[config.mk]
export PLATFORM = sky130hd
export DESIGN_NAME = fsk4_symbol_mapper_pulse_shaper
export DESIGN_NICKNAME = d
export VERILOG_FILES = /design/src/rtl/core/f4m_pkg.sv /design/src/rtl/core/f4m_symbol_map.sv /design/src/rtl/core/f4m_cell.sv /design/src/rtl/core/fsk4_symbol_mapper_pulse_shaper.sv
export SDC_FILE = /design/constraint.sdc
export NUM_CORES = 2
export LEC_CHECK = 0
export BUFFER_PORTS_ARGS = -buffer_cell sky130_fd_sc_hd__buf_2
export CAP_MARGIN = 15
export CORE_AREA = 2 2 488 369
export CTS_CLUSTER_SIZE = 30
export DETAILED_ROUTE_END_ITERATION = 12
export DIE_AREA = 0 0 490 371
export PLACE_DENSITY = 0.77
export SLEW_MARGIN = 20
export SYNTH_ARGS = -nofsm -noshare
export SYNTH_HDL_FRONTEND = slang
export SYNTH_HIERARCHICAL = 1
export SYNTH_SLANG_ARGS = --single-unit
[constraint.sdc]
create_clock -name clk_i -period 17.5 [get_ports clk_i]
set_clock_uncertainty 0.05 [all_clocks]
set_input_delay 2.625 -clock clk_i [delete_from_list [all_inputs] [get_ports clk_i]]
set_output_delay 2.625 -clock clk_i [all_outputs]
set_load 0.01 [all_outputs]
[src/rtl/core/f4m_pkg.sv]
`timescale 1ns / 1ps
`default_nettype none

package f4m_pkg;

  // widths of the datapath
  localparam int SYM_W        = 12;  // scaled symbol, signed
  localparam int TAP_W        = 16;  // shaping coefficient, signed
  localparam int ACC_W        = 29;  // partial sum, holds 167021 * 1362 with sign
  localparam int SAMP_W       = 16;  // output sample
  localparam int SYM_PER_BYTE = 4;
  localparam int SCNT_W       = 2;   // symbol counter within a byte
  localparam int SHAPE_LEN    = 45;

  localparam logic signed [TAP_W-1:0] SHAPE_TAPS [SHAPE_LEN] = '{
    16'sd0,     16'sd0,     16'sd0,     16'sd0,     16'sd0,
    16'sd0,     16'sd0,     16'sd0,     16'sd0,     16'sd0,
    16'sd0,     16'sd0,     16'sd0,     16'sd0,     16'sd0,
    16'sd0,     16'sd17,    16'sd319,   16'sd2659,  16'sd10668,
    16'sd22736, 16'sd30728, 16'sd32767, 16'sd30728, 16'sd22736,
    16'sd10668, 16'sd2659,  16'sd319,   16'sd17,    16'sd0,
    16'sd0,     16'sd0,     16'sd0,     16'sd0,     16'sd0,
    16'sd0,     16'sd0,     16'sd0,     16'sd0,     16'sd0,
    16'sd0,     16'sd0,     16'sd0,     16'sd0,     16'sd0
  };

  // sequencer states
  typedef enum logic [2:0] {
    ST_IDLE = 3'b001,
    ST_LOAD = 3'b010,
    ST_RUN  = 3'b100
  } state_e;

  // coefficient lookup, taps past the table read as zero
  function automatic logic signed [TAP_W-1:0] tap_at(input int unsigned idx);
    logic [5:0] sel;
    sel = idx[5:0];
    if (idx < SHAPE_LEN) begin
      return SHAPE_TAPS[sel];
    end
    return '0;
  endfunction

  // saturate the shifted sum to a 16-bit sample
  function automatic logic [SAMP_W-1:0] sat16(input logic signed [ACC_W-16:0] v);
    if (int'(v) > 32767) begin
      return 16'h7fff;
    end
    if (int'(v) < -32768) begin
      return 16'h8000;
    end
    return SAMP_W'(v);
  endfunction

endpackage

`default_nettype wire

[src/rtl/core/f4m_symbol_map.sv]
`timescale 1ns / 1ps
`default_nettype none

module f4m_symbol_map
  import f4m_pkg::*;
(
  input  wire logic                    clk_i,
  input  wire logic                    rst_ni,
  input  wire logic                    load_i,
  input  wire logic                    silent_i,
  input  wire logic [1:0]              dibit_i,
  input  wire logic [7:0]              tx_level_i,
  output logic signed [SYM_W-1:0]      sym_o
);

  logic signed [SYM_W-1:0] level;
  logic signed [20:0]      prod;
  logic signed [SYM_W-1:0] sym_d, sym_q;

  always_comb begin
    case (dibit_i)
      2'b11:   level = 12'sd1362;
      2'b10:   level = 12'sd454;
      2'b00:   level = -12'sd454;
      default: level = -12'sd1362;
    endcase
  end

  // level * tx_level * 128 >> 15 is level * tx_level >> 8, always within 12 bits
  assign prod  = level * $signed({1'b0, tx_level_i});
  assign sym_d = silent_i ? '0 : prod[8 +: SYM_W];

  always_ff @(posedge clk_i or negedge rst_ni) begin
    if (!rst_ni) begin
      sym_q <= '0;
    end else if (load_i) begin
      sym_q <= sym_d;
    end
  end

  assign sym_o = sym_q;

endmodule

`default_nettype wire

[src/rtl/core/f4m_cell.sv]
`timescale 1ns / 1ps
`default_nettype none

module f4m_cell
  import f4m_pkg::*;
#(
  parameter int INTERP_FACTOR = 5,
  parameter int CELL_IDX      = 0,
  parameter int PH_W          = 3
) (
  input  wire logic                    clk_i,
  input  wire logic                    rst_ni,
  input  wire logic                    en_i,
  input  wire logic [PH_W-1:0]         phase_i,
  input  wire logic signed [SYM_W-1:0] sym_i,
  input  wire logic signed [ACC_W-1:0] psum_i,
  output logic signed [ACC_W-1:0]      head_o,
  output logic signed [ACC_W-1:0]      next_o
);

  // one partial sum per phase, rotating so that the head is the current phase
  logic signed [ACC_W-1:0]       part_q [INTERP_FACTOR];
  logic signed [TAP_W-1:0]       coef;
  logic signed [SYM_W+TAP_W-1:0] prod;

  assign coef   = tap_at(32'(INTERP_FACTOR * CELL_IDX) + 32'(phase_i));
  assign prod   = sym_i * coef;
  assign next_o = ACC_W'(prod) + psum_i;
  assign head_o = part_q[0];

  always_ff @(posedge clk_i or negedge rst_ni) begin
    if (!rst_ni) begin
      for (int i = 0; i < INTERP_FACTOR; i++) begin
        part_q[i] <= '0;
      end
    end else if (en_i) begin
      for (int i = 0; i < INTERP_FACTOR - 1; i++) begin
        part_q[i] <= part_q[i+1];
      end
      part_q[INTERP_FACTOR-1] <= next_o;
    end
  end

endmodule

`default_nettype wire

[src/rtl/core/fsk4_symbol_mapper_pulse_shaper.sv]
`timescale 1ns / 1ps
`default_nettype none

// channel   direction  transfer contents
// s_axis    in         tdata = data_byte[7:0], tuser = op (1 = silence)
// m_axis    out        tdata = sample[15:0] signed, tlast = twentieth sample
// cfg       in         data = tx_level[7:0], always ready
//
// an item passes through an accept in idle, a symbol load, then the run state:
// one sample per cycle from the cell chain while the output is not stalled
// each output sample is one phase update of the cell row
// reset clears the sequencer, the symbol register and every partial sum in the row
// a stalled output holds the whole row until the sample register is free

module fsk4_symbol_mapper_pulse_shaper
  import f4m_pkg::*;
#(
  parameter int INTERP_FACTOR  = 5,
  parameter int TAPS_PER_PHASE = 9
) (
  input  wire logic        clk_i,
  input  wire logic        rst_ni,
  // input stream
  input  wire logic        s_tvalid_i,
  output logic             s_tready_o,
  input  wire logic [7:0]  s_tdata_i,    // [7:0] data_byte
  input  wire logic        s_tuser_i,    // [0] op
  // output stream
  output logic             m_tvalid_o,
  input  wire logic        m_tready_i,
  output logic [15:0]      m_tdata_o,    // [15:0] sample
  output logic             m_tlast_o,
  // configuration
  input  wire logic        cfg_valid_i,
  output logic             cfg_ready_o,
  input  wire logic [7:0]  cfg_data_i
);

  localparam int PH_W = (INTERP_FACTOR > 1) ? $clog2(INTERP_FACTOR) : 1;
  localparam logic [PH_W-1:0]   PH_LAST  = PH_W'(INTERP_FACTOR - 1);
  localparam logic [SCNT_W-1:0] SYM_LAST = SCNT_W'(SYM_PER_BYTE - 1);

  // configuration register
  logic [7:0] tx_level_q;

  assign cfg_ready_o = 1'b1;

  always_ff @(posedge clk_i or negedge rst_ni) begin
    if (!rst_ni) begin
      tx_level_q <= 8'd128;
    end else if (cfg_valid_i) begin
      tx_level_q <= cfg_data_i;
    end
  end

  // sequencer
  state_e            state_q, state_d;
  logic [SCNT_W-1:0] sym_cnt_q, sym_cnt_d;
  logic [PH_W-1:0]   phase_q, phase_d;
  logic              op_q;
  logic [7:0]        byte_q;
  logic              adv;
  logic              map_load;
  logic [SCNT_W-1:0] map_idx;
  logic [1:0]        dibit;

  // one phase step when the sample register is free or drains this cycle
  assign adv        = (state_q == ST_RUN) && (!m_tvalid_o || m_tready_i);
  assign s_tready_o = (state_q == ST_IDLE);

  always_comb begin
    state_d   = state_q;
    sym_cnt_d = sym_cnt_q;
    phase_d   = phase_q;
    map_load  = 1'b0;
    case (state_q)
      ST_IDLE: begin
        if (s_tvalid_i) begin
          state_d   = ST_LOAD;
          sym_cnt_d = '0;
          phase_d   = '0;
        end
      end
      ST_LOAD: begin
        map_load = 1'b1;
        state_d  = ST_RUN;
      end
      ST_RUN: begin
        if (adv) begin
          if (phase_q == PH_LAST) begin
            phase_d = '0;
            if (sym_cnt_q == SYM_LAST) begin
              state_d = ST_IDLE;
            end else begin
              // next symbol enters while the row takes the last phase of this one
              sym_cnt_d = sym_cnt_q + 1'b1;
              map_load  = 1'b1;
            end
          end else begin
            phase_d = phase_q + 1'b1;
          end
        end
      end
      default: begin
        state_d = ST_IDLE;
      end
    endcase
  end

  always_ff @(posedge clk_i or negedge rst_ni) begin
    if (!rst_ni) begin
      state_q   <= ST_IDLE;
      sym_cnt_q <= '0;
      phase_q   <= '0;
    end else begin
      state_q   <= state_d;
      sym_cnt_q <= sym_cnt_d;
      phase_q   <= phase_d;
    end
  end

  // item payload, taken on the input transfer
  always_ff @(posedge clk_i) begin
    if (s_tvalid_i && s_tready_o) begin
      op_q   <= s_tuser_i;
      byte_q <= s_tdata_i;
    end
  end

  // msb dibit first
  assign map_idx = (state_q == ST_LOAD) ? sym_cnt_q : sym_cnt_q + 1'b1;
  assign dibit   = 2'(byte_q >> {~map_idx, 1'b0});

  logic signed [SYM_W-1:0] sym;

  f4m_symbol_map u_map (
    .clk_i      (clk_i),
    .rst_ni     (rst_ni),
    .load_i     (map_load),
    .silent_i   (op_q),
    .dibit_i    (dibit),
    .tx_level_i (tx_level_q),
    .sym_o      (sym)
  );

  // transposed polyphase row: cell k adds h[I*k+j]*x to the partial sum of cell k+1
  logic signed [ACC_W-1:0] head [TAPS_PER_PHASE];
  logic signed [ACC_W-1:0] next [TAPS_PER_PHASE];

  for (genvar k = 0; k < TAPS_PER_PHASE; k++) begin : g_cell
    logic signed [ACC_W-1:0] nbr;
    if (k == TAPS_PER_PHASE - 1) begin : g_end
      assign nbr = '0;
    end else begin : g_mid
      assign nbr = head[k+1];
    end

    f4m_cell #(
      .INTERP_FACTOR (INTERP_FACTOR),
      .CELL_IDX      (k),
      .PH_W          (PH_W)
    ) u_cell (
      .clk_i   (clk_i),
      .rst_ni  (rst_ni),
      .en_i    (adv),
      .phase_i (phase_q),
      .sym_i   (sym),
      .psum_i  (nbr),
      .head_o  (head[k]),
      .next_o  (next[k])
    );
  end

  // output register, the first cell gives the finished sum
  logic        out_valid_q;
  logic [15:0] out_data_q;
  logic        out_last_q;

  always_ff @(posedge clk_i or negedge rst_ni) begin
    if (!rst_ni) begin
      out_valid_q <= 1'b0;
    end else if (adv) begin
      out_valid_q <= 1'b1;
    end else if (m_tready_i) begin
      out_valid_q <= 1'b0;
    end
  end

  always_ff @(posedge clk_i) begin
    if (adv) begin
      out_data_q <= sat16(next[0][ACC_W-1:15]);
      out_last_q <= (sym_cnt_q == SYM_LAST) && (phase_q == PH_LAST);
    end
  end

  assign m_tvalid_o = out_valid_q;
  assign m_tdata_o  = out_data_q;
  assign m_tlast_o  = out_last_q;

  // checks
  a_accept_loads : assert property (@(posedge clk_i) disable iff (!rst_ni)
    (s_tvalid_i && s_tready_o) |=> (state_q == ST_LOAD))
    else $error("accepted item did not start a symbol load");

  a_phase_range : assert property (@(posedge clk_i) disable iff (!rst_ni)
    (phase_q <= PH_LAST))
    else $error("phase counter out of range");

  a_last_ends_item : assert property (@(posedge clk_i) disable iff (!rst_ni)
    (adv && (sym_cnt_q == SYM_LAST) && (phase_q == PH_LAST))
      |=> (state_q == ST_IDLE) && m_tvalid_o && m_tlast_o)
    else $error("final sample not flagged or item not closed");

  a_load_from_run : assert property (@(posedge clk_i) disable iff (!rst_ni)
    (state_q == ST_RUN) |-> $past(state_q == ST_LOAD || state_q == ST_RUN))
    else $error("run entered without a symbol load");

endmodule

`default_nettype wire
* Word-level counts from Yosys, hierarchy flattened
Memories as Yosys holds them, arrays and structs flattened. Index checks and enable logic that the tools add are counted.
Storage, ports and cells: bits in registers 1210, latch bits 0, memory bits (writable) 0, ROM bits 9216, output and inout bits 20, word-level logic and storage cells 218, memories kept 9
Operators by class: $add $sub $neg 18, $mul 10, div/mod/pow operators 0, magnitude comparators 20, equality and inequality tests 12, shift operators 1, muxes and demuxes 77, bitwise gates (word level) 10, reduce and logical (&&, ||, !) cells 11
Memories:
- (no name shown) | words 64, bits a word 16, read ports 1, clocked after memory_dff 0, write ports 0, line f4m_pkg.sv:39 | return SHAPE_TAPS[sel];
- (no name shown) | words 64, bits a word 16, read ports 1, clocked after memory_dff 0, write ports 0, line f4m_pkg.sv:39
- (no name shown) | words 64, bits a word 16, read ports 1, clocked after memory_dff 0, write ports 0, line f4m_pkg.sv:39
- (no name shown) | words 64, bits a word 16, read ports 1, clocked after memory_dff 0, write ports 0, line f4m_pkg.sv:39
- (no name shown) | words 64, bits a word 16, read ports 1, clocked after memory_dff 0, write ports 0, line f4m_pkg.sv:39
- (no name shown) | words 64, bits a word 16, read ports 1, clocked after memory_dff 0, write ports 0, line f4m_pkg.sv:39
- 3 more memories
Operator list (number):
- 16-bit 2-to-1 mux | 40
- 32-bit by 6-bit < comparator with 1-bit output, second input constant | 8
- 12-bit by 16-bit multiplier with 28-bit output | 9
- 28-bit by 29-bit adder with 29-bit output | 7
- 7-bit >= comparator, second input constant | 9
- 6-bit inverter with 7-bit output | 8
- 12-bit one-hot mux with 3 select lines | 1
- 28-bit by 28-bit adder with 29-bit output | 1
- 3-bit 2-to-1 mux | 7
- 12-bit by 9-bit multiplier with 20-bit output | 1
- 1-bit 2-to-1 mux | 19
- 5-bit by 3-bit adder with 6-bit output, first input constant | 3
- 14-bit by 16-bit greater-than comparator with 1-bit output, second input constant | 1
- 14-bit by 16-bit < comparator with 1-bit output, second input constant | 1
- 6-bit by 3-bit adder with 7-bit output, first input constant | 2
- 12-bit 2-to-1 mux | 1
- 4-bit by 3-bit adder with 5-bit output, first input constant | 2
- 2-bit 2-to-1 mux | 5
- 3-bit one-hot mux with 3 select lines | 1
- 8-bit by 3-bit >> shifter with 2-bit output | 1
- 3-bit inverter with 7-bit output | 1
- 2-bit == test, second input constant | 3
- 3-bit == test, second input constant | 2
- 3-bit by 6-bit < comparator with 1-bit output, second input constant | 1
- 19 further kinds | 25

* Depth between registers and ports, before layout
depth in word-level cells 15, depth in mapped cells 28, gate-level depth less buffers 26

* Hierarchy
Netlist, hierarchy kept.
Modules (own cells, without submodules):
- f4m_cell (g_cell[7].u_cell ...) | times used 2, cells each 501, area each 7005.5 um^2
- f4m_cell (g_cell[0].u_cell ...) | times used 2, cells each 488, area each 6941.7 um^2
- f4m_cell (g_cell[3].u_cell) | times used 1, cells each 1207, area each 12973.7 um^2
- f4m_cell (g_cell[6].u_cell) | times used 1, cells each 1199, area each 12844.8 um^2
- f4m_cell (g_cell[5].u_cell) | times used 1, cells each 1149, area each 12668.4 um^2
- f4m_cell (g_cell[4].u_cell) | times used 1, cells each 1153, area each 12633.4 um^2
- f4m_cell (g_cell[2].u_cell) | times used 1, cells each 1122, area each 12554.5 um^2
- f4m_symbol_map | times used 1, cells each 366, area each 3382.0 um^2
- fsk4_symbol_mapper_pulse_shaper | times used 1, cells each 131, area each 1829.3 um^2

* Worst setup path after synthesis
No wires, ideal clock.
path kind register to register, start reg u_map.sym_q[11], in the netlist u_map/sym_o[11], end reg g_cell[2].u_cell/part_q[21] (netlist name), arrival time 8.117 ns, data required time 17.325 ns, path slack 9.208 ns, cell stages (with the launch flop) 18, clock period less this slack 8.292 ns, cells stage by stage dfrtp_1 clkinv_1 nor2_1 inv_1 fa_1 fa_1 inv_1 fa_1 fa_1 fa_1 fa_1 ha_1 and2_1 a221o_1 a41oi_1 o21ai_1 xor2_1 mux2_2
RTL lines:
- start, declared | line f4m_symbol_map.sv:18 | logic signed [SYM_W-1:0] sym_d, sym_q;
- start signal, assigned | line f4m_symbol_map.sv:37 | sym_q <= sym_d;
- end signal, assigned by index | line f4m_cell.sv:38 | part_q[i] <= part_q[i+1];
- end signal, assigned by index | line f4m_cell.sv:40 | part_q[INTERP_FACTOR-1] <= next_o;
- end, declared | line f4m_cell.sv:22 | logic signed [ACC_W-1:0] part_q [INTERP_FACTOR];

==> results.py <==
metrics = {
    "run_status": {
        "status": "finished clean",
    },
    "cells_and_area": {
        "final_cells": 9771,
        "fin_area_um2": 90670,
        "nets": 8951,
        "drive_gt1_frac": 0.1905,
        "area_growth_pct": 5.653,
        "fill_cells": 15140,
    },
    "sta": {
        "hold_violations": 0,
        "drv_slew": 0,
        "tightest_slew_ns": 1.124,
        "rsz0062_at_grt": "no",
        "setup_violations": 0,
        "fmax_mhz": 116.5,
        "tns_ns": 0,
        "fin_crit_sh": 0.4907,
        "fin_crit_ns": 8.587,
        "relSlewSlack": 0.2480,
    },
    "floorplan": {
        "rows": 134,
        "die_y_um": 371,
        "io_pins": 42,
        "die_area_um2": 181800,
        "start_util": 0.4852,
        "core_um2": 176900,
        "dieWidth_um": 490,
    },
    "cts": {
        "cts_tree": "done",
        "cts-root-buf": "clkbuf_16",
        "cts_max_path_buffers": 3,
        "numCtsBuffers": 109,
        "insertion_delay_ns": 0.76,
        "cts.sinks": 1094,
        "cts_resized": 0,
        "htree_levels": 3,
        "post_cts_buffers": 0,
        "cts-hold-fix-buffers": 0,
        "path_clk_slew_ns": 0.07,
    },
    "worst_setup_path": {
        "arrival_ns": 9.17,
        "rrSetupSlack_ns": 8.91,
        "worstSetupStartpoint": "phase_q[1]",
        "crit_end": "g_cell[2].u_cell/part_q[21]",
        "worstPathMaxFanout": 24,
        "cp_data_required_time_ns": 18.08,
        "worstSetupPathType": "reg2reg",
        "worstReg2RegEnd": "g_cell[2].u_cell/part_q[21]",
        "start_kind": "flip-flop",
        "r2r_cells": 20,
        "cp-end-kind": "flip-flop",
        "timing.rr.start": "phase_q[1]",
    },
    "detailed_routing": {
        "viasPerCell": 5.319,
        "drc": 0,
        "ant_nets": 0,
        "drt_iter0_markers": 4176,
        "wl_per_cell_um": 18.00,
        "drtPass1Iterations": 8,
        "routed_wl_um": 175900,
        "via_count": 51970,
    },
    "job": {
        "timing.max_cap.violations": 0,
    },
    "grt": {
        "grt-ovfl-total": 0,
        "grt_max_degree": 186,
        "grt_pass1_wl_um": 292800,
        "grt_antenna_before_repair": 2,
        "grt_pass1_vias": 55010,
        "grtUsageTotal": 0.1979,
    },
    "yosys": {
        "netlist_area_um2": 85820,
        "postSynthCellCount": 7575,
        "syn_avg_cell_area_um2": 11.33,
        "yosysWarnings": 6,
    },
    "placement": {
        "place_inst": 9565,
        "place_hpwl_um": 131100,
        "post_dp_cell_area_um2": 86810,
        "gp_congestion": 0.9073,
        "numPortBuffers": 40,
    },
    "min_path": {
        "hold_path.class": "reg2reg",
    },
}
[state kept, by name, indices dropped and copies added (netlist names)]
signal and count:
g_cell.u_cell/head_o 208, u_map/sym_o 12, g_cell.u_cell/part_q 832, byte_q 8, sym_cnt_q 2, m_tlast_o 1, m_tvalid_o 1, m_tdata_o 15
tx_level_q 8, op_q 1, phase_q 3, state_q 3
[through the flow]
step                      utilization  hold WS [ns]  setup WS, ns
after global routing           0.5126        0.4082         8.515
after global placement         0.4908        0.4170         9.202
final                          0.5126        0.3936         8.913
after CTS                      0.5123        0.3908         9.016
after floorplan                     -        0.3962         9.276
after detailed placement       0.4908        0.4217         9.044
[cell type report]
cell class	count	area, um2	area share
diodes	1	2.502	0.00002760
clock buffers	152	3090	0.03409
flip-flops and latches	1094	27520	0.3035
multi-input cells	4881	51440	0.5673
well taps	2380	2978	0.03284
inverters	1111	4170	0.04599
clock inverters	52	720.7	0.007949
repair buffers	100	748.2	0.008252
[per-layer routing]
| metal | vias to the layer above | wire [um] | part of all wire | global-route usage |
|---|---|---|---|---|
| met2 | 1324 | 75230 | 0.43 | 0.2944 |
| met5 | - | 0 | 0 | 0 |
| met1 | 26520 | 86670 | 0.49 | 0.3023 |
| met4 | 0 | 2968 | 0.017 | 0.04066 |
| li1 | 23900 | - | - | - |
| met3 | 228 | 11010 | 0.063 | 0.03469 |
[worst max-delay path, cell delays in order, from the launching register on]
cell,delay [ns]
dfrtp_1,0.90
buf_4,0.43
inv_1,0.13
ha_1,0.75
o21ai_0,0.20
a21oi_1,0.71
nand2_1,0.18
fa_1,0.53
fa_1,0.53
inv_1,0.06
fa_1,0.46
fa_1,0.52
fa_1,0.58
fa_1,0.43
ha_1,0.36
and2_1,0.21
a221o_1,0.33
a41oi_1,0.35
o21ai_1,0.25
xor2_1,0.20
mux2_2,0.28
[worst min-delay path by stage]
stage	startpoint	endpoint	slack (ns)	depth (start not counted)
global placement	g_cell[3].u_cell/part_q[23]	g_cell[3].u_cell/part_q[23]	0.42	2
detailed placement	g_cell[3].u_cell/part_q[22]	g_cell[3].u_cell/part_q[22]	0.42	2
floorplan	g_cell[3].u_cell/part_q[22]	g_cell[3].u_cell/part_q[22]	0.40	2
CTS	g_cell[8].u_cell/part_q[4]	g_cell[8].u_cell/part_q[33]	0.39	1
finish	g_cell[8].u_cell/part_q[4]	g_cell[8].u_cell/part_q[33]	0.39	1
global route	g_cell[6].u_cell/part_q[29]	g_cell[6].u_cell/part_q[58]	0.41	1
[placed cells by master (no fill, tap or decap), types with 18 or more instances in the layout]
cell,count
nand3_1,53
nand4_1,26
conb_1,53
a31oi_1,20
nand2b_1,38
mux2_2,1001
clkbuf_16,110
nor3_1,37
edfxtp_1,25
xor2_1,64
inv_1,1106
nand2_1,516
xnor2_1,130
fa_1,840
o21bai_1,24
clkbuf_8,18
dfrtp_1,1055
o211ai_1,20
o21ai_0,94
nor2_1,178
a21o_1,57
and3_1,66
o21a_1,37
clkbuf_1,24
a21oi_1,176
ha_1,792
and2_1,293
mux2i_1,22
nor2b_1,44
buf_2,40
buf_4,51
Power is not shown: default switching activity piles up to over one toggle a cycle in this logic, so the estimate is an artifact.
